[config.mk]
export PLATFORM = sky130hd
export DESIGN_NAME = joystick_direction_detector_core
export DESIGN_NICKNAME = d
export VERILOG_FILES = /design/src/rtl/jdd_pkg.sv /design/src/rtl/jdd_axis_lane.sv /design/src/rtl/jdd_dir_merge.sv /design/src/rtl/joystick_direction_detector_core.sv
export SDC_FILE = /design/constraint.sdc
export NUM_CORES = 1
export LEC_CHECK = 0
export ABC_AREA = 1
export BUFFER_PORTS_ARGS = -buffer_cell sky130_fd_sc_hd__buf_4
export CAP_MARGIN = 5
export CORE_UTILIZATION = 60
export DETAILED_ROUTE_END_ITERATION = 10
export GPL_TIMING_DRIVEN = 0
export PLACE_DENSITY = 0.79
export SETUP_SLACK_MARGIN = 0.4
export SYNTH_ARGS = -nofsm -noshare
export SYNTH_HDL_FRONTEND = slang
export SYNTH_SLANG_ARGS = --single-unit
[constraint.sdc]
create_clock -name clk -period 8.4 [get_ports clk]
set_input_delay 0 -clock clk [delete_from_list [all_inputs] [get_ports clk]]
set_output_delay 0 -clock clk [all_outputs]
set_load 0.03 [all_outputs]
[src/rtl/jdd_pkg.sv]
// Shared types and constants for the joystick direction detector.
// No dependencies; used by every module of the block.

package jdd_pkg;

    localparam int QFrac     = 14;
    localparam int DivSteps  = QFrac;
    localparam int CntW      = $clog2(DivSteps);
    localparam int CfgIdxW   = 3;
    localparam int CfgDataW  = 16;

    localparam logic [15:0] QOne = 16'sd16384;

    // Configuration register indexes.
    typedef enum logic [CfgIdxW-1:0] {
        REG_STICK_MIN      = 3'd0,
        REG_STICK_MAX      = 3'd1,
        REG_STICK_CENTER   = 3'd2,
        REG_DEAD_BAND      = 3'd3,
        REG_TRIGGER_LEVEL  = 3'd4,
        REG_RELEASE_LEVEL  = 3'd5,
        REG_HOLD_REPEAT_MS = 3'd6
    } cfg_reg_t;

    localparam logic [15:0] RstStickMin    = 16'd200;
    localparam logic [15:0] RstStickMax    = 16'd26000;
    localparam logic [15:0] RstStickCenter = 16'd13100;
    localparam logic [14:0] RstDeadBand    = 15'd2000;
    localparam logic [14:0] RstTrigger     = 15'd14746;
    localparam logic [14:0] RstRelease     = 15'd6554;
    localparam logic [15:0] RstHoldRepeat  = 16'd500;

    // Direction slots in the hysteresis state.
    localparam int DirUp    = 0;
    localparam int DirDown  = 1;
    localparam int DirLeft  = 2;
    localparam int DirRight = 3;
    localparam int NumDirs  = 4;

    typedef struct packed {
        logic [15:0] stick_min;
        logic [15:0] stick_max;
        logic [15:0] stick_center;
        logic [14:0] dead_band;
    } axis_cfg_t;

    typedef struct packed {
        logic [14:0] trigger_level;
        logic [14:0] release_level;
        logic [15:0] hold_repeat_ms;
    } dir_cfg_t;

    typedef struct packed {
        logic right;
        logic left;
        logic down;
        logic up;
    } dir_events_t;

endpackage

[src/rtl/jdd_axis_lane.sv]
// One axis lane: deadzone mapping and a bit-serial restoring divider that
// yields a signed Q1.14 position. Depends on jdd_pkg.

module jdd_axis_lane
(
    input  logic                clk,
    input  logic                rst_n,
    input  logic                start,
    input  logic [15:0]         raw,
    input  jdd_pkg::axis_cfg_t  cfg,
    output logic                done,
    output logic signed [15:0]  pos
);

    typedef enum logic [0:0] {
        LN_IDLE,
        LN_DIV
    } lane_state_t;

    lane_state_t                state_reg;
    logic [jdd_pkg::CntW-1:0]   cnt_reg;
    logic                       done_reg;
    logic                       zero_reg;
    logic                       neg_reg;
    logic                       sat_reg;
    logic [15:0]                rem_reg;
    logic [15:0]                div_reg;
    logic [jdd_pkg::QFrac-1:0]  quo_reg;

    logic signed [17:0] r18;
    logic signed [17:0] lo_edge;
    logic signed [17:0] hi_edge;
    logic signed [17:0] num;
    logic signed [17:0] span;
    logic               below;
    logic               above;
    logic               span_nonpos;
    logic               full;
    logic [16:0]        rem2;
    logic [16:0]        diff;
    logic               take;

    assign r18     = {2'b00, raw};
    assign lo_edge = $signed({2'b00, cfg.stick_center}) - $signed({3'b000, cfg.dead_band});
    assign hi_edge = $signed({2'b00, cfg.stick_center}) + $signed({3'b000, cfg.dead_band});
    assign below   = r18 < lo_edge;
    assign above   = r18 > hi_edge;

    always_comb
    begin
        if (below)
        begin
            num  = lo_edge - r18;
            span = lo_edge - $signed({2'b00, cfg.stick_min});
        end
        else
        begin
            num  = r18 - hi_edge;
            span = $signed({2'b00, cfg.stick_max}) - hi_edge;
        end
    end

    // A quotient of one or more means the distance reached the whole span.
    assign span_nonpos = span <= 18'sd0;
    assign full        = span_nonpos || (num >= span);

    assign rem2 = {rem_reg, 1'b0};
    assign diff = rem2 - {1'b0, div_reg};
    assign take = rem2 >= {1'b0, div_reg};

    always_ff @(posedge clk or negedge rst_n)
    begin
        if (!rst_n)
        begin
            state_reg <= LN_IDLE;
            cnt_reg   <= '0;
            done_reg  <= 1'b0;
        end
        else
        begin
            done_reg <= 1'b0;
            unique case (state_reg)
                LN_IDLE:
                begin
                    if (start)
                    begin
                        state_reg <= LN_DIV;
                        cnt_reg   <= jdd_pkg::CntW'(jdd_pkg::DivSteps - 1);
                    end
                end
                LN_DIV:
                begin
                    cnt_reg <= cnt_reg - 1'b1;
                    if (cnt_reg == '0)
                    begin
                        state_reg <= LN_IDLE;
                        done_reg  <= 1'b1;
                    end
                end
                default:
                begin
                    state_reg <= LN_IDLE;
                end
            endcase
        end
    end

    always_ff @(posedge clk)
    begin
        if (state_reg == LN_IDLE && start)
        begin
            zero_reg <= !(below || above);
            neg_reg  <= below;
            sat_reg  <= full;
            rem_reg  <= num[15:0];
            div_reg  <= span[15:0];
            quo_reg  <= '0;
        end
        else if (state_reg == LN_DIV)
        begin
            rem_reg <= take ? diff[15:0] : rem2[15:0];
            quo_reg <= {quo_reg[jdd_pkg::QFrac-2:0], take};
        end
    end

    logic [15:0] mag;

    always_comb
    begin
        priority if (zero_reg)
            mag = '0;
        else if (sat_reg)
            mag = jdd_pkg::QOne;
        else
            mag = {{(16 - jdd_pkg::QFrac){1'b0}}, quo_reg};
    end

    assign pos  = neg_reg ? -$signed(mag) : $signed(mag);
    assign done = done_reg;

endmodule

[src/rtl/jdd_dir_merge.sv]
// Merging stage: the four hysteresis machines with hold auto-repeat, fed by
// both axis lanes. Depends on jdd_pkg.

module jdd_dir_merge
(
    input  logic                  clk,
    input  logic                  rst_n,
    input  logic                  update,
    input  logic signed [15:0]    pos_x,
    input  logic signed [15:0]    pos_y,
    input  logic [31:0]           now_ms,
    input  jdd_pkg::dir_cfg_t     cfg,
    output jdd_pkg::dir_events_t  events
);

    logic [jdd_pkg::NumDirs-1:0] held_reg;
    logic [jdd_pkg::NumDirs-1:0] held_next;
    logic [31:0]                 last_reg [jdd_pkg::NumDirs];
    logic [jdd_pkg::NumDirs-1:0] fire;

    logic signed [16:0] trig;
    logic signed [16:0] rel;

    assign trig = $signed({2'b00, cfg.trigger_level});
    assign rel  = $signed({2'b00, cfg.release_level});

    always_comb
    begin
        logic signed [16:0] p;
        logic               neg_side;
        logic               reached;
        logic               released;
        logic               press;
        logic [31:0]        elapsed;
        for (int d = 0; d < jdd_pkg::NumDirs; d++)
        begin
            p        = (d == jdd_pkg::DirUp || d == jdd_pkg::DirDown) ?
                       17'(pos_x) : 17'(pos_y);
            neg_side = (d == jdd_pkg::DirUp || d == jdd_pkg::DirLeft);
            reached  = neg_side ? (p <= -trig) : (p >= trig);
            released = neg_side ? (p > -rel) : (p < rel);
            press    = !held_reg[d] && reached;
            held_next[d] = held_reg[d] ? !released : reached;
            elapsed  = now_ms - last_reg[d];
            fire[d]  = press ||
                       (held_next[d] && (elapsed > {16'd0, cfg.hold_repeat_ms}));
        end
    end

    always_ff @(posedge clk or negedge rst_n)
    begin
        if (!rst_n)
        begin
            held_reg <= '0;
            for (int d = 0; d < jdd_pkg::NumDirs; d++)
            begin
                last_reg[d] <= '0;
            end
        end
        else if (update)
        begin
            held_reg <= held_next;
            for (int d = 0; d < jdd_pkg::NumDirs; d++)
            begin
                if (fire[d])
                begin
                    last_reg[d] <= now_ms;
                end
            end
        end
    end

    assign events.up    = fire[jdd_pkg::DirUp];
    assign events.down  = fire[jdd_pkg::DirDown];
    assign events.left  = fire[jdd_pkg::DirLeft];
    assign events.right = fire[jdd_pkg::DirRight];

endmodule

[src/rtl/joystick_direction_detector_core.sv]
// Top level of the joystick direction detector: configuration registers,
// request sequencing and output register. Depends on jdd_pkg,
// jdd_axis_lane and jdd_dir_merge.

// One request carries an x and a y ADC reading and a millisecond timestamp.
// One result comes back with both Q1.14 positions and the four direction
// events. The two axes are normalized in parallel lanes. Each lane has a
// bit-serial divider that produces one quotient bit per cycle. The lanes load
// at the edge that accepts a request, run 14 divider steps and raise done;
// the merge state then writes the result into the output register once that
// register is free. A new request is accepted once the previous one has been
// merged into the output register. Because the result sits in an output
// register, the next request may start while that result waits to be taken.
// Configuration is written through the cfg channel, which is always ready.
// Writes to indexes beyond the register list are ignored.

module joystick_direction_detector_core
(
    input  logic        clk,
    input  logic        rst_n,
    // Input stream. s_tdata: raw_x [15:0], raw_y [31:16], now_ms [63:32]
    input  logic        s_tvalid,
    output logic        s_tready,
    input  logic [63:0] s_tdata,
    // Output stream. m_tdata: pos_x [15:0], pos_y [31:16], up_event [32],
    // down_event [33], left_event [34], right_event [35], zero [39:36]
    output logic        m_tvalid,
    input  logic        m_tready,
    output logic [39:0] m_tdata,
    // Configuration write channel.
    input  logic                        cfg_valid,
    output logic                        cfg_ready,
    input  logic [jdd_pkg::CfgIdxW-1:0] cfg_index,
    input  logic [jdd_pkg::CfgDataW-1:0] cfg_data
);

    typedef enum logic [1:0] {
        ST_IDLE,
        ST_DIV,
        ST_MERGE
    } core_state_t;

    core_state_t          state_reg;
    logic                 out_valid_reg;
    logic [39:0]          out_data_reg;
    logic [31:0]          now_reg;

    jdd_pkg::axis_cfg_t   axis_cfg_reg;
    jdd_pkg::dir_cfg_t    dir_cfg_reg;

    logic                 accept;
    logic                 out_free;
    logic                 merge_go;
    logic                 done_x;
    logic                 done_y;
    logic signed [15:0]   pos_x;
    logic signed [15:0]   pos_y;
    jdd_pkg::dir_events_t events;

    assign s_tready  = (state_reg == ST_IDLE);
    assign accept    = s_tvalid && s_tready;
    assign out_free  = !out_valid_reg || m_tready;
    assign merge_go  = (state_reg == ST_MERGE) && out_free;
    assign cfg_ready = 1'b1;

    always_ff @(posedge clk or negedge rst_n)
    begin
        if (!rst_n)
        begin
            axis_cfg_reg.stick_min     <= jdd_pkg::RstStickMin;
            axis_cfg_reg.stick_max     <= jdd_pkg::RstStickMax;
            axis_cfg_reg.stick_center  <= jdd_pkg::RstStickCenter;
            axis_cfg_reg.dead_band     <= jdd_pkg::RstDeadBand;
            dir_cfg_reg.trigger_level  <= jdd_pkg::RstTrigger;
            dir_cfg_reg.release_level  <= jdd_pkg::RstRelease;
            dir_cfg_reg.hold_repeat_ms <= jdd_pkg::RstHoldRepeat;
        end
        else if (cfg_valid)
        begin
            case (cfg_index)
                jdd_pkg::REG_STICK_MIN:      axis_cfg_reg.stick_min     <= cfg_data;
                jdd_pkg::REG_STICK_MAX:      axis_cfg_reg.stick_max     <= cfg_data;
                jdd_pkg::REG_STICK_CENTER:   axis_cfg_reg.stick_center  <= cfg_data;
                jdd_pkg::REG_DEAD_BAND:      axis_cfg_reg.dead_band     <= cfg_data[14:0];
                jdd_pkg::REG_TRIGGER_LEVEL:  dir_cfg_reg.trigger_level  <= cfg_data[14:0];
                jdd_pkg::REG_RELEASE_LEVEL:  dir_cfg_reg.release_level  <= cfg_data[14:0];
                jdd_pkg::REG_HOLD_REPEAT_MS: dir_cfg_reg.hold_repeat_ms <= cfg_data;
                default:
                begin
                end
            endcase
        end
    end

    jdd_axis_lane u_lane_x
    (
        .clk   (clk),
        .rst_n (rst_n),
        .start (accept),
        .raw   (s_tdata[15:0]),
        .cfg   (axis_cfg_reg),
        .done  (done_x),
        .pos   (pos_x)
    );

    jdd_axis_lane u_lane_y
    (
        .clk   (clk),
        .rst_n (rst_n),
        .start (accept),
        .raw   (s_tdata[31:16]),
        .cfg   (axis_cfg_reg),
        .done  (done_y),
        .pos   (pos_y)
    );

    jdd_dir_merge u_merge
    (
        .clk    (clk),
        .rst_n  (rst_n),
        .update (merge_go),
        .pos_x  (pos_x),
        .pos_y  (pos_y),
        .now_ms (now_reg),
        .cfg    (dir_cfg_reg),
        .events (events)
    );

    always_ff @(posedge clk)
    begin
        if (accept)
        begin
            now_reg <= s_tdata[63:32];
        end
    end

    always_ff @(posedge clk or negedge rst_n)
    begin
        if (!rst_n)
        begin
            state_reg     <= ST_IDLE;
            out_valid_reg <= 1'b0;
            out_data_reg  <= '0;
        end
        else
        begin
            out_valid_reg <= merge_go || (out_valid_reg && !m_tready);
            unique case (state_reg)
                ST_IDLE:
                begin
                    if (accept)
                    begin
                        state_reg <= ST_DIV;
                    end
                end
                ST_DIV:
                begin
                    // Both lanes run the same fixed number of steps.
                    if (done_x && done_y)
                    begin
                        state_reg <= ST_MERGE;
                    end
                end
                ST_MERGE:
                begin
                    if (out_free)
                    begin
                        state_reg     <= ST_IDLE;
                        out_data_reg  <= {4'b0000, events.right, events.left,
                                          events.down, events.up, pos_y, pos_x};
                    end
                end
                default:
                begin
                    state_reg <= ST_IDLE;
                end
            endcase
        end
    end

    assign m_tvalid = out_valid_reg;
    assign m_tdata  = out_data_reg;

endmodule

Yosys cells after proc, flatten, opt, wreduce, memory -nomap -nowiden

Cells that the tools add are included.

Register bits after elaboration: 422
Output and inout bits: 43
Word-level logic and storage cells: 182

Add/subtract/negate cells: 20
$lt $le $gt $ge: 22
Equal/unequal tests: 13
Mux-type cells: 36
Bitwise gates (word level): 2
Reductions and logical operators: 55

Operators with widths:

| cell                                                                               | number |
|---|---|
| 16-bit 2-to-1 mux                                                                  | 10 |
| 32-bit by 16-bit greater-than comparator with 1-bit output                         | 4 |
| 32-bit subtractor                                                                  | 4 |
| 18-bit 2-to-1 mux                                                                  | 4 |
| 17-bit by 18-bit subtractor with 18-bit output                                     | 3 |
| 18-bit by 17-bit subtractor with 18-bit output                                     | 3 |
| 18-bit >= comparator                                                               | 2 |
| 17-bit by 18-bit greater-than comparator with 1-bit output                         | 2 |
| 18-bit by 1-bit less-or-equal comparator with 1-bit output (second input constant) | 2 |
| 17-bit by 18-bit less-than comparator with 1-bit output                            | 2 |
| 17-bit by 16-bit >= comparator with 1-bit output                                   | 2 |
| 16-bit by 17-bit greater-than comparator with 1-bit output                         | 2 |
| 16-bit by 17-bit less-or-equal comparator with 1-bit output                        | 2 |
| 15-bit negator with 17-bit output                                                  | 2 |
| 16-bit >= comparator                                                               | 2 |
| 16-bit less-than comparator                                                        | 2 |
| 16-bit negator                                                                     | 2 |
| 16-bit subtractor                                                                  | 2 |
| 15-bit 2-to-1 mux                                                                  | 2 |
| 2-bit AND reduction                                                                | 12 |
| 16-bit by 15-bit adder with 17-bit output                                          | 1 |
| 16-bit by 15-bit subtractor with 17-bit output                                     | 1 |
| 4-bit case mux with 2 select lines                                                 | 2 |
| 1-bit logical AND                                                                  | 14 |
| other kinds (21)                                                                   | 64 |

Longest topological paths before layout

Depth after elaboration: 10
Mapped depth: 38
Depth with buffers taken out: 35

Cells and area by module

Synthesis repeated with hierarchy kept, for this count alone.

Cell total of the unflattened synthesis: 7096
Area total of the unflattened synthesis: 46047.9 sq um

Modules (own cells, without submodules):

| module                           | times used | cells each | area each (sq um) | sequential area each (sq um) |
|---|---|---|---|---|
| jdd_dir_merge                    | 1          | 3515       | 20579.7           | 3303.2 |
| jdd_axis_lane (u_lane_y)         | 1          | 1435       | 9261.4            | 1481.4 |
| jdd_axis_lane (u_lane_x)         | 1          | 1447       | 9260.1            | 1481.4 |
| joystick_direction_detector_core | 1          | 699        | 6946.7            | 4718.3 |

Least setup slack after synthesis

OpenSTA, ideal clock, no wires.

Path type: register to register
Start: register axis_cfg_reg[0] (netlist bit)
End: register u_lane_y.sat_reg (data pin)
Setup time: 0.257 ns
Arrival time: 5.011 ns
Path slack: 3.132 ns
Stages on the path, launching flop included: 34
Path buffers: 3
Cells stage by stage: dfrtp_1 > ha_1 > fa_1 > o21bai_2 > a21oi_1 > o21ai_2 > a31oi_1 > o21ai_0 > nand3_1 > nand2_1 > xor2_1 > ha_1 > nand2_1 > nor2_1 > inv_1 > nor3_1 > nand2_1 > nand2_1 > nand3_2 > buf_4 > buf_6 > buf_4 > o21ai_0 > inv_1 > ha_1 > a21oi_1 > nor2_1 > a211oi_1 > a21oi_1 > o21ai_0 > nand2_1 > xnor2_1 > nor3_1 > nand2_1

Word-level cells in the longest chain between the ends: 5
Elaborated cells between the ends (all ways): 12
Those cells by class: add/sub (6); order compare (3); mux (2); reduce/logical (1)

Ends and longest elaborated chain:

| what                                                                                                        | line                                     | RTL |
|---|---|---|
| from (decl)                                                                                                 | joystick_direction_detector_core.sv:48   | `jdd_pkg::axis_cfg_t axis_cfg_reg;` |
| 16-bit by 15-bit adder with 17-bit output or 16-bit by 15-bit subtractor with 17-bit output (tied branches) | jdd_axis_lane.sv:45, jdd_axis_lane.sv:44 |  |
| 17-bit by 18-bit subtractor with 18-bit output, or another cell as far along                                | jdd_axis_lane.sv:59                      | `span = $signed({2'b00, cfg.stick_max}) - hi_edge;` |
| 18-bit 2-to-1 mux                                                                                           | jdd_axis_lane.sv:51                      | `if (below)` |
| 18-bit by 1-bit less-or-equal comparator with 1-bit output or 18-bit >= comparator (tied branches)          | jdd_axis_lane.sv:64, jdd_axis_lane.sv:65 |  |
| 1-bit logical OR *                                                                                          | jdd_axis_lane.sv:65                      | `assign full = span_nonpos \|\| (num >= span);` |
| named net u_lane_y.full                                                                                     | jdd_axis_lane.sv:38                      | `logic full;` |
| to (signal assigned)                                                                                        | jdd_axis_lane.sv:114                     | `sat_reg <= full;` |
| to (decl)                                                                                                   | jdd_axis_lane.sv:25                      | `logic sat_reg;` |

Mark *: on every way through the listed nets, which the timed path passes. The rest lies on a longest branch.
A chain may end at the register's enable or synchronous reset.

Final worst setup path

Start: register axis_cfg_reg[8] (netlist bit)
End: register u_lane_x.sat_reg (data pin)

Word-level cells in the longest chain between the ends: 5
Elaborated cells between the ends (all ways): 12
Those cells by class: add/sub (6); order compare (3); mux (2); reduce/logical (1)

Ends and longest elaborated chain:

| what                                                                                                        | line |
|---|---|
| 16-bit by 15-bit adder with 17-bit output or 16-bit by 15-bit subtractor with 17-bit output (tied branches) | jdd_axis_lane.sv:45, jdd_axis_lane.sv:44 |
| 17-bit by 18-bit subtractor with 18-bit output, or another cell as far along                                | jdd_axis_lane.sv:59 |
| 18-bit 2-to-1 mux                                                                                           | jdd_axis_lane.sv:51 |
| 18-bit by 1-bit less-or-equal comparator with 1-bit output or 18-bit >= comparator (tied branches)          | jdd_axis_lane.sv:64, jdd_axis_lane.sv:65 |
| 1-bit logical OR *                                                                                          | jdd_axis_lane.sv:65 |
| named net u_lane_x.full                                                                                     | jdd_axis_lane.sv:38 |
| to (signal assigned)                                                                                        | jdd_axis_lane.sv:114 |
| to (decl)                                                                                                   | jdd_axis_lane.sv:25 |

Marked as above.

==> results.sh <==
export IMPL_worstPathMaxFanout=10
export IMPL_post_cts_buffers=0
export IMPL_io_buffers=125
export IMPL_arrival_time_worst_endpoint_ns=7.82
export IMPL_crit_required_ns=8.76
export IMPL_drt_pass1_iter_count=6
export IMPL_finalWorstSetupSlack_ns=0.9332
export IMPL_ys_dominant_reg_cell="dfrtp_1"
export IMPL_netlist_area_um2=39730
export IMPL_finalHoldViolations=0
export IMPL_number_of_antenna_violations_at_the_first_check_in_global_routing=4
export IMPL_layout_cells_most_common_list="nand2_1, inv_1, ha_1"
export IMPL_final_common_cell="nand2_1"
export IMPL_globalRoute_totalOverflow=0
export IMPL_setup_violations_final=0
export IMPL_min_period_ns=7.467
export IMPL_slowest_delay_ns=0.98
export IMPL_post_cts_resize_count=0
export IMPL_io_pins=131
export IMPL_grt_pass1_vias=36780
export IMPL_fin_total_pwr_mw=15.63
export IMPL_routabilityCongestion=1.056
export IMPL_holdWs_ns=0.07835
export IMPL_seq_power_share_pct=18.8
export IMPL_switching_pwr_mw=8.141
export IMPL_synth_lib_cells_used_distinct=65
export IMPL_grt_util_all_layers_pct=37.32
export IMPL_setup_worst_path_end_class="register"
export IMPL_grt_setup_unrepaired="false"
export IMPL_clockPowerShare_pct=14.6
export IMPL_path_clk_slew_ns=0.06
export IMPL_numCtsBuffers=48
export IMPL_crit_path_frequent_cell="nand2_1"
export IMPL_dp_hpwl_um=101300
export IMPL_power_density_nw_per_um2=353.8
export IMPL_vdd_drop_max_v=0.0002729
export IMPL_h_tree_levels=2
export IMPL_hp_class="input pin to register"
export IMPL_worst_slew_margin_rel_pct=17.04
export IMPL_yosys_register_bits=422
export IMPL_cts_root_buffer_cell="clkbuf_16"
export IMPL_finClkSkew_ns=0.03663
export IMPL_post_route_period_util_pct=88.89
export IMPL_cts_sinks=422
export IMPL_final_cell_count_no_fill=6860
export IMPL_pwr_share_comb_pct=66.6
export IMPL_cellInternalPower_mw=7.492
export IMPL_max_freq_mhz=133.9
export IMPL_largest_register_ff_count=128
export IMPL_number_of_rows_in_the_core_area=93
export IMPL_starting_utilization_of_the_core_area_pct=61.19
export IMPL_clk_path_buf_depth=3
export IMPL_route_detailed_wl_per_inst_um=18.43
export IMPL_place_worst_setup_slack_ns=1.259
export IMPL_post_synthesis_cell_count=5716
export IMPL_critical_path_class="register to register"
export IMPL_power_switching_fraction_pct=52.08
export IMPL_dpl_instance_area_um2=41860
export IMPL_design_area_um2=44190
export IMPL_die_h_um=259.3
export IMPL_fin_util_pct=68.06
export IMPL_total_negative_setup_slack_ns=0
export IMPL_die_area_um2=67250
export IMPL_hold_buffers=60
export IMPL_status="finished, final reports clean"
export IMPL_synth_enable_flop_cells=102
export IMPL_synthToLayoutAreaGrowth_pct=11.24
export IMPL_synth_seq_area_share_pct=27.65
export IMPL_cts_tree="done"
export IMPL_post_drt_via_cell_ratio=5.714
export IMPL_drive_above_1_share_pct=6.151
export IMPL_worst_pin_slew_ns=1.240
export IMPL_placed_cells=6704
export IMPL_maximum_capacitance_violations=0
export IMPL_fillers=5727
export IMPL_die_width_um=259.3
export IMPL_drc_errors=0
export IMPL_final_stage_net_count=6576
export IMPL_static_leakage_power_nw=23.15
export IMPL_routed_wirelength_um=126400
export IMPL_synth_warnings=0
export IMPL_drtAntennaViolNets=0
export IMPL_grt_first_pass_wirelength_um=195800
export IMPL_design_core_area_um2=64930
export IMPL_clock_network_latency_to_the_later_pin_of_the_worst_skew_pair_ns=0.64
export IMPL_cpMaxStageDelayCell="xor2_1"
export IMPL_asyncSetResetFlopFracSynth_pct=69.19
export IMPL_drc_violation_total_after_the_first_tritonroute_iteration=3642
export IMPL_syn_area_per_cell_um2=6.950
export IMPL_maximum_number_of_pins_on_one_net_before_global_route_repair=114
export IMPL_vias=39200
export IMPL_worst_setup_path_start_kind="register"
export IMPL_timing_final_max_slew_violations=0
synthesized netlist by cell type, types with 15 or more instances:
cell / count / area share, %
inv_1: 838 / 7.9
dfrtp_1: 249 / 16
o211ai_1: 15 / 0.28
a21o_1: 25 / 0.47
o21ai_1: 22 / 0.28
dfstp_2: 43 / 2.8
xor2_1: 171 / 3.8
edfxtp_1: 102 / 7.7
dfxtp_1: 28 / 1.4
nand2_1: 1682 / 16
nand4_1: 67 / 1.1
nand3b_1: 26 / 0.49
nand3_1: 390 / 4.9
a22oi_1: 32 / 0.60
nor3_1: 61 / 0.77
buf_2: 18 / 0.23
buf_4: 19 / 0.36
o21bai_1: 26 / 0.49
nor2_1: 363 / 3.4
ha_1: 514 / 16
o21a_1: 17 / 0.32
a21oi_1: 370 / 4.7
a31oi_1: 15 / 0.24
xnor2_1: 65 / 1.4
o21ai_0: 313 / 3.9
clkbuf_1: 57 / 0.54
layer usage:
layer / up-vias / global-route usage, % / share of wire (%)
met5: - / 0 / 0
met4: 0 / 13.27 / 3.7
met3: 269 / 6.034 / 8.4
met2: 1447 / 59.87 / 44
met1: 18270 / 50.77 / 44
li1: 19210 / - / -
critical path, delay by kind of cell (launching register included):
kind / cells / cell delay, ns
xor gates and xnor gates: 2 / 1.11
adders and majority gates: 3 / 0.92
and+or+nand+nor: 12 / 1.85
buffers and inverters: 8 / 1.23
DFF: 1 / 0.56
AOI/OAI and AO/OA: 5 / 1.50
power by group through the flow:
stage | combinational (mW) | clock, mW | sequential [mW]
after floorplan | 7.13 | 0 | 2.85
after global placement | 9.78 | 0 | 2.95
after detailed placement | 10.0 | 0 | 2.96
after CTS | 10.1 | 2.31 | 2.93
after global routing | 11.5 | 2.39 | 2.97
final | 10.4 | 2.28 | 2.94
layout make-up:
type                    instances  area, µm²  share of cell area [%]
clock inverters                27      396.6                  0.8975
repair buffers                191       1667                   3.771
plain buffers                 115      635.6                   1.438
multi-input cells            4330      24920                   56.40
clock buffers                  62       1304                   2.950
inverters                     852       3198                   7.237
flip-flops and latches        422      10980                   24.86
diodes                          6      15.01                 0.03398
well taps                     855       1070                   2.421
final timing paths:
kind                       slack, ns                 start  cells after the start                    to
max in group asynchronous       6.60                 rst_n                      6       dir_cfg_reg[38]
max                             0.93       axis_cfg_reg[8]                     30      u_lane_x.sat_reg
max reg2reg                     0.93       axis_cfg_reg[8]                     30      u_lane_x.sat_reg
min in group asynchronous       0.45                 rst_n                      4          state_reg[1]
min                             0.08             cfg_valid                      6      axis_cfg_reg[48]
min reg2reg                     0.47  u_merge.last_reg[88]                      2  u_merge.last_reg[88]
logic make-up (layout without fill, tap and decap cells):
group | after synthesis | count (layout) | share of synthesized area [%]
AOI/OAI and AO/OA | 899 | 899 | 12.60
xor gates and xnor gates | 236 | 236 | 5.203
adders and majority gates | 528 | 528 | 16.89
buffers and inverters | 967 | 1247 | 9.647
DFF | 422 | 422 | 27.65
muxes | 10 | 10 | 0.2520
other | 2 | 11 | 0.01890
and+or+nand+nor | 2652 | 2652 | 27.73
Power figures use the tool's default switching activity.
